File: config.mk
export PLATFORM = sky130hd
export DESIGN_NAME = priority_message_queue_core_flat
export DESIGN_NICKNAME = d
export VERILOG_FILES = /design/src/sv/pmq_pkg.sv /design/src/sv/pmq_if.sv /design/src/sv/priority_message_queue_core.sv /design/src/sv/pmq_ctrl.sv /design/src/sv/pmq_datapath.sv /design/src/flat_wrapper.sv
export SDC_FILE = /design/constraint.sdc
export NUM_CORES = 2
export LEC_CHECK = 0
export ABC_CLOCK_PERIOD_IN_PS = 12950
export BUFFER_PORTS_ARGS = -buffer_cell sky130_fd_sc_hd__buf_2
export CAP_MARGIN = 20
export CORE_UTILIZATION = 35
export CTS_CLUSTER_DIAMETER = 120
export CTS_CLUSTER_SIZE = 12
export DETAILED_ROUTE_END_ITERATION = 8
export GPL_TIMING_DRIVEN = 1
export MAX_ROUTING_LAYER = met4
export PLACE_DENSITY = 0.48
export SYNTH_ARGS = -nofsm -noshare
export SYNTH_HDL_FRONTEND = slang
export SYNTH_SLANG_ARGS = --single-unit
File: constraint.sdc
create_clock -name clk_i -period 12.95 [get_ports clk_i]
set_clock_uncertainty 0.05 [all_clocks]
set_input_delay 1.9425 -clock clk_i [delete_from_list [all_inputs] [get_ports clk_i]]
set_output_delay 1.9425 -clock clk_i [all_outputs]
set_load 0.03 [all_outputs]
File: src/sv/pmq_pkg.sv
// shared constants, codes and control types of the priority message queue
// no dependencies
`timescale 1ns / 1ps
`default_nettype none

package pmq_pkg;

  localparam int unsigned PMQ_QUEUE_DEPTH   = 16;
  localparam int unsigned PMQ_PRIORITY_BITS = 8;
  localparam int unsigned PMQ_PAYLOAD_BITS  = 32;

  localparam int unsigned STATUS_W = 3;

  localparam logic OP_PUSH = 1'b0;
  localparam logic OP_POP  = 1'b1;

  localparam logic [STATUS_W-1:0] ST_PUSH_EMPTY  = 3'd0;
  localparam logic [STATUS_W-1:0] ST_PUSHED      = 3'd1;
  localparam logic [STATUS_W-1:0] ST_POPPED      = 3'd2;
  localparam logic [STATUS_W-1:0] ST_POP_EMPTY   = 3'd3;
  localparam logic [STATUS_W-1:0] ST_PUSH_REFUSE = 3'd4;

  typedef struct packed {
    logic load_in;  // capture the accepted word into the operand register
    logic exec;     // run the operation on the cell chain and load the result
  } pmq_cmd_t;

endpackage

`default_nettype wire

File: src/sv/pmq_if.sv
// valid/ready channel interfaces for request and result words
// depends on pmq_pkg
`timescale 1ns / 1ps
`default_nettype none

interface pmq_in_if #(
  parameter int unsigned PRIORITY_BITS = pmq_pkg::PMQ_PRIORITY_BITS,
  parameter int unsigned PAYLOAD_BITS  = pmq_pkg::PMQ_PAYLOAD_BITS
);
  logic                     valid;
  logic                     ready;
  logic                     opcode;
  logic [PRIORITY_BITS-1:0] item_priority;
  logic [PAYLOAD_BITS-1:0]  payload_tag;

  modport source (output valid, opcode, item_priority, payload_tag, input ready);
  modport sink   (input valid, opcode, item_priority, payload_tag, output ready);
endinterface

interface pmq_out_if #(
  parameter int unsigned QUEUE_DEPTH   = pmq_pkg::PMQ_QUEUE_DEPTH,
  parameter int unsigned PRIORITY_BITS = pmq_pkg::PMQ_PRIORITY_BITS,
  parameter int unsigned PAYLOAD_BITS  = pmq_pkg::PMQ_PAYLOAD_BITS
);
  localparam int unsigned CNT_W = $clog2(QUEUE_DEPTH + 1);

  logic                          valid;
  logic                          ready;
  logic [pmq_pkg::STATUS_W-1:0]  status;
  logic [PRIORITY_BITS-1:0]      out_priority;
  logic [PAYLOAD_BITS-1:0]       out_payload;
  logic [CNT_W-1:0]              pending_count;
  logic [PRIORITY_BITS-1:0]      serving_priority;

  modport source (output valid, status, out_priority, out_payload, pending_count,
                  serving_priority, input ready);
  modport sink   (input valid, status, out_priority, out_payload, pending_count,
                  serving_priority, output ready);
endinterface

`default_nettype wire

File: src/sv/priority_message_queue_core.sv
// Priority message queue, top level.
// Request channel in_i carries opcode (push or pop), item_priority and
// payload_tag; result channel out_o carries status, out_priority,
// out_payload, pending_count and serving_priority. Both are valid/ready,
// a word moves at a rising edge with valid and ready high.
// Messages sit in a chain of QUEUE_DEPTH cells, highest priority at the
// head, equal priorities in arrival order. A push lands by shifting
// every cell below its spot down by one; a pop shifts all up.
// A request is taken into the operand register in the idle state; the
// execute state then runs it on the cell chain and loads the result
// register once that register is free or draining. A new request is taken
// only after the previous one has executed; this is set by the two-state
// controller around the single operand register.
// When out_o stalls the result holds in its register; the next request is
// still accepted and then waits in execute until the result is taken.
// Reset (rst_ni low, asynchronous) empties the queue, drops any pending
// result and sets the serving priority to 1. Cell contents are not cleared.
// depends on pmq_pkg, pmq_if, pmq_ctrl, pmq_datapath
`timescale 1ns / 1ps
`default_nettype none

module priority_message_queue_core #(
  parameter int unsigned QUEUE_DEPTH   = pmq_pkg::PMQ_QUEUE_DEPTH,
  parameter int unsigned PRIORITY_BITS = pmq_pkg::PMQ_PRIORITY_BITS,
  parameter int unsigned PAYLOAD_BITS  = pmq_pkg::PMQ_PAYLOAD_BITS
) (
  input  wire logic  clk_i,
  input  wire logic  rst_ni,
  pmq_in_if.sink     in_i,
  pmq_out_if.source  out_o
);
  import pmq_pkg::*;

  pmq_cmd_t cmd;

  pmq_ctrl u_ctrl (
    .clk_i       (clk_i),
    .rst_ni      (rst_ni),
    .in_valid_i  (in_i.valid),
    .out_ready_i (out_o.ready),
    .in_ready_o  (in_i.ready),
    .out_valid_o (out_o.valid),
    .cmd_o       (cmd)
  );

  pmq_datapath #(
    .QUEUE_DEPTH   (QUEUE_DEPTH),
    .PRIORITY_BITS (PRIORITY_BITS),
    .PAYLOAD_BITS  (PAYLOAD_BITS)
  ) u_datapath (
    .clk_i              (clk_i),
    .rst_ni             (rst_ni),
    .cmd_i              (cmd),
    .opcode_i           (in_i.opcode),
    .item_priority_i    (in_i.item_priority),
    .payload_tag_i      (in_i.payload_tag),
    .status_o           (out_o.status),
    .out_priority_o     (out_o.out_priority),
    .out_payload_o      (out_o.out_payload),
    .pending_count_o    (out_o.pending_count),
    .serving_priority_o (out_o.serving_priority)
  );

endmodule

`default_nettype wire

File: src/sv/pmq_ctrl.sv
// controller of the priority message queue: operand capture, execute, result valid
// depends on pmq_pkg
`timescale 1ns / 1ps
`default_nettype none

module pmq_ctrl (
  input  wire logic              clk_i,
  input  wire logic              rst_ni,
  input  wire logic              in_valid_i,
  input  wire logic              out_ready_i,
  output logic                   in_ready_o,
  output logic                   out_valid_o,
  output pmq_pkg::pmq_cmd_t      cmd_o
);
  import pmq_pkg::*;

  typedef enum logic {
    S_IDLE,
    S_EXEC
  } state_e;

  state_e state_q;
  logic   out_valid_q;

  assign in_ready_o    = (state_q == S_IDLE);
  assign out_valid_o   = out_valid_q;
  assign cmd_o.load_in = (state_q == S_IDLE) && in_valid_i;
  // the result register must be free or draining this cycle
  assign cmd_o.exec    = (state_q == S_EXEC) && (!out_valid_q || out_ready_i);

  always_ff @(posedge clk_i or negedge rst_ni) begin
    if (!rst_ni) begin
      state_q     <= S_IDLE;
      out_valid_q <= 1'b0;
    end else begin
      case (state_q)
        S_IDLE: begin
          if (in_valid_i) state_q <= S_EXEC;
        end
        S_EXEC: begin
          if (!out_valid_q || out_ready_i) state_q <= S_IDLE;
        end
        default: state_q <= S_IDLE;
      endcase
      if (cmd_o.exec) begin
        out_valid_q <= 1'b1;
      end else if (out_ready_i) begin
        out_valid_q <= 1'b0;
      end
    end
  end

endmodule

`default_nettype wire

File: src/sv/pmq_datapath.sv
// datapath of the priority message queue: operand register, sorted cell chain,
// count, serving priority and result register; depends on pmq_pkg
`timescale 1ns / 1ps
`default_nettype none

module pmq_datapath #(
  parameter int unsigned QUEUE_DEPTH   = pmq_pkg::PMQ_QUEUE_DEPTH,
  parameter int unsigned PRIORITY_BITS = pmq_pkg::PMQ_PRIORITY_BITS,
  parameter int unsigned PAYLOAD_BITS  = pmq_pkg::PMQ_PAYLOAD_BITS,
  localparam int unsigned CNT_W        = $clog2(QUEUE_DEPTH + 1)
) (
  input  wire logic                          clk_i,
  input  wire logic                          rst_ni,
  input  wire pmq_pkg::pmq_cmd_t             cmd_i,
  input  wire logic                          opcode_i,
  input  wire logic [PRIORITY_BITS-1:0]      item_priority_i,
  input  wire logic [PAYLOAD_BITS-1:0]       payload_tag_i,
  output logic [pmq_pkg::STATUS_W-1:0]       status_o,
  output logic [PRIORITY_BITS-1:0]           out_priority_o,
  output logic [PAYLOAD_BITS-1:0]            out_payload_o,
  output logic [CNT_W-1:0]                   pending_count_o,
  output logic [PRIORITY_BITS-1:0]           serving_priority_o
);
  import pmq_pkg::*;

  // operand register
  logic                     op_q;
  logic [PRIORITY_BITS-1:0] pri_q;
  logic [PAYLOAD_BITS-1:0]  pay_q;

  // cell chain, slot 0 at the head
  logic [PRIORITY_BITS-1:0] slot_pri_q [QUEUE_DEPTH];
  logic [PAYLOAD_BITS-1:0]  slot_pay_q [QUEUE_DEPTH];

  logic [CNT_W-1:0]         count_q, count_d;
  logic [PRIORITY_BITS-1:0] serving_q, serving_d;

  // result register
  logic [STATUS_W-1:0]      res_status_q, res_status_d;
  logic [PRIORITY_BITS-1:0] res_pri_q, res_pri_d;
  logic [PAYLOAD_BITS-1:0]  res_pay_q, res_pay_d;
  logic [CNT_W-1:0]         res_cnt_q;
  logic [PRIORITY_BITS-1:0] res_serv_q;

  logic full, empty, do_push, do_pop;
  logic [QUEUE_DEPTH-1:0] lower;   // held cell with a lower priority than the operand
  logic [QUEUE_DEPTH-1:0] ins_at;  // cell that takes the new word
  logic [QUEUE_DEPTH-1:0] shift_dn;

  logic [PRIORITY_BITS-1:0] prev_pri [QUEUE_DEPTH];
  logic [PAYLOAD_BITS-1:0]  prev_pay [QUEUE_DEPTH];
  logic [PRIORITY_BITS-1:0] next_pri [QUEUE_DEPTH];
  logic [PAYLOAD_BITS-1:0]  next_pay [QUEUE_DEPTH];

  assign full    = (count_q == CNT_W'(QUEUE_DEPTH));
  assign empty   = (count_q == '0);
  assign do_push = cmd_i.exec && (op_q == OP_PUSH) && !full;
  assign do_pop  = cmd_i.exec && (op_q == OP_POP) && !empty;

  for (genvar g = 0; g < QUEUE_DEPTH; g++) begin : g_cell
    logic prev_lower;
    assign lower[g] = (CNT_W'(g) < count_q) && (slot_pri_q[g] < pri_q);
    if (g == 0) begin : g_head
      assign prev_lower  = 1'b0;
      assign prev_pri[g] = pri_q;
      assign prev_pay[g] = pay_q;
    end else begin : g_body
      assign prev_lower  = lower[g-1];
      assign prev_pri[g] = slot_pri_q[g-1];
      assign prev_pay[g] = slot_pay_q[g-1];
    end
    if (g == QUEUE_DEPTH - 1) begin : g_tail
      assign next_pri[g] = slot_pri_q[g];
      assign next_pay[g] = slot_pay_q[g];
    end else begin : g_mid
      assign next_pri[g] = slot_pri_q[g+1];
      assign next_pay[g] = slot_pay_q[g+1];
    end
    // lower is monotonic over held cells, so the first lower cell or the tail is the spot
    assign ins_at[g]   = !prev_lower && (lower[g] || (count_q == CNT_W'(g)));
    assign shift_dn[g] = prev_lower;
  end

  always_ff @(posedge clk_i) begin
    for (int i = 0; i < QUEUE_DEPTH; i++) begin
      if (do_push && ins_at[i]) begin
        slot_pri_q[i] <= pri_q;
        slot_pay_q[i] <= pay_q;
      end else if (do_push && shift_dn[i]) begin
        slot_pri_q[i] <= prev_pri[i];
        slot_pay_q[i] <= prev_pay[i];
      end else if (do_pop) begin
        slot_pri_q[i] <= next_pri[i];
        slot_pay_q[i] <= next_pay[i];
      end
    end
  end

  always_comb begin
    count_d      = count_q;
    serving_d    = serving_q;
    res_pri_d    = '0;
    res_pay_d    = '0;
    res_status_d = ST_PUSH_REFUSE;
    if (op_q == OP_PUSH) begin
      if (!full) begin
        count_d      = count_q + CNT_W'(1);
        res_status_d = empty ? ST_PUSH_EMPTY : ST_PUSHED;
      end
    end else if (empty) begin
      res_status_d = ST_POP_EMPTY;
    end else begin
      count_d      = count_q - CNT_W'(1);
      serving_d    = slot_pri_q[0];
      res_pri_d    = slot_pri_q[0];
      res_pay_d    = slot_pay_q[0];
      res_status_d = ST_POPPED;
    end
  end

  always_ff @(posedge clk_i or negedge rst_ni) begin
    if (!rst_ni) begin
      count_q   <= '0;
      serving_q <= PRIORITY_BITS'(1);
    end else if (cmd_i.exec) begin
      count_q   <= count_d;
      serving_q <= serving_d;
    end
  end

  always_ff @(posedge clk_i) begin
    if (cmd_i.load_in) begin
      op_q  <= opcode_i;
      pri_q <= item_priority_i;
      pay_q <= payload_tag_i;
    end
    if (cmd_i.exec) begin
      res_status_q <= res_status_d;
      res_pri_q    <= res_pri_d;
      res_pay_q    <= res_pay_d;
      res_cnt_q    <= count_d;
      res_serv_q   <= serving_d;
    end
  end

  assign status_o           = res_status_q;
  assign out_priority_o     = res_pri_q;
  assign out_payload_o      = res_pay_q;
  assign pending_count_o    = res_cnt_q;
  assign serving_priority_o = res_serv_q;

endmodule

`default_nettype wire

File: src/flat_wrapper.sv
// flat-port wrapper written by rule: the top's interface ports become plain ports
module priority_message_queue_core_flat import pmq_pkg::*;
#(
  parameter int unsigned QUEUE_DEPTH   = pmq_pkg::PMQ_QUEUE_DEPTH,
  parameter int unsigned PRIORITY_BITS = pmq_pkg::PMQ_PRIORITY_BITS,
  parameter int unsigned PAYLOAD_BITS  = pmq_pkg::PMQ_PAYLOAD_BITS
)
  (clk_i, rst_ni, in_i_valid, in_i_opcode, in_i_item_priority, in_i_payload_tag, in_i_ready, out_o_valid, out_o_status, out_o_out_priority, out_o_out_payload, out_o_pending_count, out_o_serving_priority, out_o_ready);
  pmq_in_if #(.PRIORITY_BITS(PRIORITY_BITS), .PAYLOAD_BITS(PAYLOAD_BITS)) in_i_i ();
  pmq_out_if #(.QUEUE_DEPTH(QUEUE_DEPTH), .PRIORITY_BITS(PRIORITY_BITS), .PAYLOAD_BITS(PAYLOAD_BITS)) out_o_i ();
  input  wire logic clk_i;
  input  wire logic rst_ni;
  input wire logic [$bits(in_i_i.valid)-1:0] in_i_valid;
  input wire logic [$bits(in_i_i.opcode)-1:0] in_i_opcode;
  input wire logic [$bits(in_i_i.item_priority)-1:0] in_i_item_priority;
  input wire logic [$bits(in_i_i.payload_tag)-1:0] in_i_payload_tag;
  output wire logic [$bits(in_i_i.ready)-1:0] in_i_ready;
  output wire logic [$bits(out_o_i.valid)-1:0] out_o_valid;
  output wire logic [$bits(out_o_i.status)-1:0] out_o_status;
  output wire logic [$bits(out_o_i.out_priority)-1:0] out_o_out_priority;
  output wire logic [$bits(out_o_i.out_payload)-1:0] out_o_out_payload;
  output wire logic [$bits(out_o_i.pending_count)-1:0] out_o_pending_count;
  output wire logic [$bits(out_o_i.serving_priority)-1:0] out_o_serving_priority;
  input wire logic [$bits(out_o_i.ready)-1:0] out_o_ready;
  assign in_i_i.valid = in_i_valid;
  assign in_i_i.opcode = in_i_opcode;
  assign in_i_i.item_priority = in_i_item_priority;
  assign in_i_i.payload_tag = in_i_payload_tag;
  assign in_i_ready = in_i_i.ready;
  assign out_o_valid = out_o_i.valid;
  assign out_o_status = out_o_i.status;
  assign out_o_out_priority = out_o_i.out_priority;
  assign out_o_out_payload = out_o_i.out_payload;
  assign out_o_pending_count = out_o_i.pending_count;
  assign out_o_serving_priority = out_o_i.serving_priority;
  assign out_o_i.ready = out_o_ready;
  priority_message_queue_core #(.QUEUE_DEPTH(QUEUE_DEPTH), .PRIORITY_BITS(PRIORITY_BITS), .PAYLOAD_BITS(PAYLOAD_BITS)) u_core (.clk_i(clk_i), .rst_ni(rst_ni), .in_i(in_i_i), .out_o(out_o_i));
endmodule
==> impl_metrics.toml <==
[clock_network]
hold_buffers = 0
root_buffer = "clkbuf_16"
numCtsBuffers = 72
cts.path.max_buffers = 3
cts_tree = "built"
post_cts_buffers = 0
clock-sinks = 752
clk_pin_slew_worst_paths_ns = 0.07
cts_resized = 0
cts_max_level = 3
clk_latency_ns = 0.66

[floorplanning]
boundaryPins = 103
core-area_mm2 = 0.1087
fp.dieH_um = 332.9
start_util = 0.3526
die_x_um = 332.9
num_rows = 121
fp.dieArea_mm2 = 0.1108

[synthesis]
syn_area_per_cell_um2 = 11.17
yosys_warnings = 0
ys_types = 66
ys.flop_type = "edfxtp_1"
synth_cells = 3431
ys_ff_latch = 752
syn-cell-area_mm2 = 0.03833
yosysSeqAreaShare = 0.5873
async_reset_ff_frac = 0.01995
syn_nets = 3593
synth_edf_count = 737

[cells_and_area]
final_nets = 3551
final_util = 0.3895
drive_above_1_share = 0.1103
layout.cells.most_common_list = "edfxtp_1, nand2_1, nand3_1, o211ai_1, nor2_1"
final_common_cell = "edfxtp_1"
areaGrowthSynthToFinish_pct = 10.47

[worst_setup_path]
cp_max_fo = 83
crit_path_start_kind = "flip-flop"
critical_path_class = "reg2reg"
crit_path_end_kind = "flip-flop"
cp_data_arrival_time_ns = 6.27
critPathRequiredTime_ns = 13.31

[detailed_routing]
ant_nets = 0
wl_um = 142900
wl_per_cell_um = 29.64
vias_per_cell = 6.199
drt_first_pass_iters = 6
drcViolationCount = 0
vias = 29900
dr.first_iter.drc_count = 3444

[global_routing]
busiest_layer = "met2"
grt_overflow = 0
grt_util_met2 = 0.3970
grt_usage = 0.2603
grt_pass1_vias = 29340
grt_pass1_wl_um = 207900
grt_util_met1 = 0.3559
use_met3 = 0.03819
antenna_found_initial = 3
grt_max_degree = 148

[power]
peakVddDrop_mv = 0.1858
powerDensity_mw_per_mm2 = 283.5
power.leakage_nw = 14.20
total_power_mw = 12.00

[sta]
finalSetupViolations = 0
clock.fmax_ghz = 0.1693
rsz0062_at_grt = "false"
finalWorstSetupSlack_ns = 7.045
period_minus_slack_ns = 5.905
fin_crit_sh = 0.4560
fin_setup_tns_ns = 0
worstMarginPinSlew_ns = 1.165
slew_headroom = 0.2233
slew_viol_final = 0
timing_hold_violations_final = 0

[hold_path]
hold_class = "reg2reg"

[place]
pre_cts_ws_ns = 6.641
port_buffers = 102
gp_congestion = 0.8418
dp_hpwl_um = 84120

[run_status]
status = "complete, no violations"

[run]
maxCapViolations = 0
==> power by group <==
group	switching [mW]	internal [mW]	leakage (nW)
sequential	0.730	4.41	7.13
clock	0.984	1.05	0.977
combinational	3.54	1.29	6.10
==> registers in the layout, indices dropped and copies added (netlist names) <==
signal,flops
u_core.u_ctrl.out_valid_o,1
u_core.u_ctrl.state_q,1
u_core.u_datapath.count_q,5
u_core.u_datapath.op_q,1
u_core.u_datapath.out_payload_o,32
u_core.u_datapath.out_priority_o,8
u_core.u_datapath.pay_q,32
u_core.u_datapath.pending_count_o,5
u_core.u_datapath.pri_q,8
u_core.u_datapath.serving_priority_o,8
u_core.u_datapath.serving_q,8
u_core.u_datapath.slot_pay_q,512
u_core.u_datapath.slot_pri_q,128
u_core.u_datapath.status_o,3
==> cell type report <==
| type | count | area [um2] |
|---|---|---|
| sequential | 752 | 22510 |
| inverter | 127 | 476.7 |
| clock inverter | 6 | 103.9 |
| antenna | 1 | 2.502 |
| clock buffer | 87 | 1901 |
| timing repair buffer | 189 | 1186 |
| multi-input combinational | 2247 | 14390 |
| tap | 1414 | 1769 |
| fill | 10600 | 66360 |
==> critical path: stages (launching register included) <==
cell and delay, ns:
dfrtp_1 0.71, inv_1 0.34, ha_1 0.37, nor4b_1 0.23
nand2b_1 0.48, nor2_4 0.60, buf_4 0.82, buf_4 0.76
buf_4 0.62, nor2_1 0.21, a221o_1 0.33
==> synthesized netlist by cell type (all sizes together) (5+ instances only) <==
master	number	share of area
a2111oi	6	0.0024
a211o	13	0.0030
a211oi	9	0.0019
a21o	19	0.0037
a21oi	15	0.0020
a221o	160	0.042
a31oi	11	0.0018
and2	51	0.0083
and3	45	0.0073
buf	50	0.0069
clkbuf	255	0.025
dfrtp	14	0.0091
edfxtp	737	0.58
ha	117	0.038
inv	127	0.012
mux2	43	0.013
nand2	571	0.056
nand2b	15	0.0024
nand3	367	0.048
nand4	12	0.0020
nor2	164	0.016
nor3	45	0.0060
nor3b	7	0.0014
o211ai	328	0.064
o21a	5	0.00098
o21ai	69	0.0090
o221ai	80	0.018
o311ai	42	0.0096
or2	6	0.00098
==> path summary, 6_finish.rpt <==
path                            slack, ns                                  end  cells after the start                            from
worst max register to register       7.04  u_core.u_datapath.slot_pay_q[0][78]                     10    u_core.u_datapath.count_q[1]
worst max-delay path                 7.04  u_core.u_datapath.slot_pay_q[0][78]                     10    u_core.u_datapath.count_q[1]
worst min-delay path                 0.41       u_core.u_datapath.serving_q[0]                      2  u_core.u_datapath.serving_q[0]
min in group asynchronous            1.15       u_core.u_datapath.serving_q[6]                      1                          rst_ni
max in group asynchronous           11.38       u_core.u_datapath.serving_q[0]                      1                          rst_ni
worst min register to register       0.41       u_core.u_datapath.serving_q[0]                      2  u_core.u_datapath.serving_q[0]
==> metrics by stage <==
stage	cell area, um2	std cells	hold WS [ns]
3_3_place_gp	40310	4727	0.3999
4_1_cts	42320	4821	0.4126
2_1_floorplan	38330	3431	0.3744
6_report	42340	4823	0.4100
3_5_place_dp	40310	4728	0.4009
5_1_grt	42340	4823	0.4324
==> logic make-up after synthesis <==
group           count (synthesis)  share of synthesized area
simple gates                 1302                     0.1525
compound gates                780                     0.1639
flops                         752                     0.5873
buf+inv                       432                    0.04427
fa+ha+maj                     117                    0.03820
mux                            45                    0.01316
xor+xnor                        3                  0.0006857
==> metal layers <==
layer / share of wire / up-vias
met5: 0 / -
met4: 0.028 / 0
met3: 0.069 / 246
met2: 0.46 / 1351
met1: 0.45 / 15230
li1: - / 13080
No activity file was read; power rests on OpenSTA's default activity.
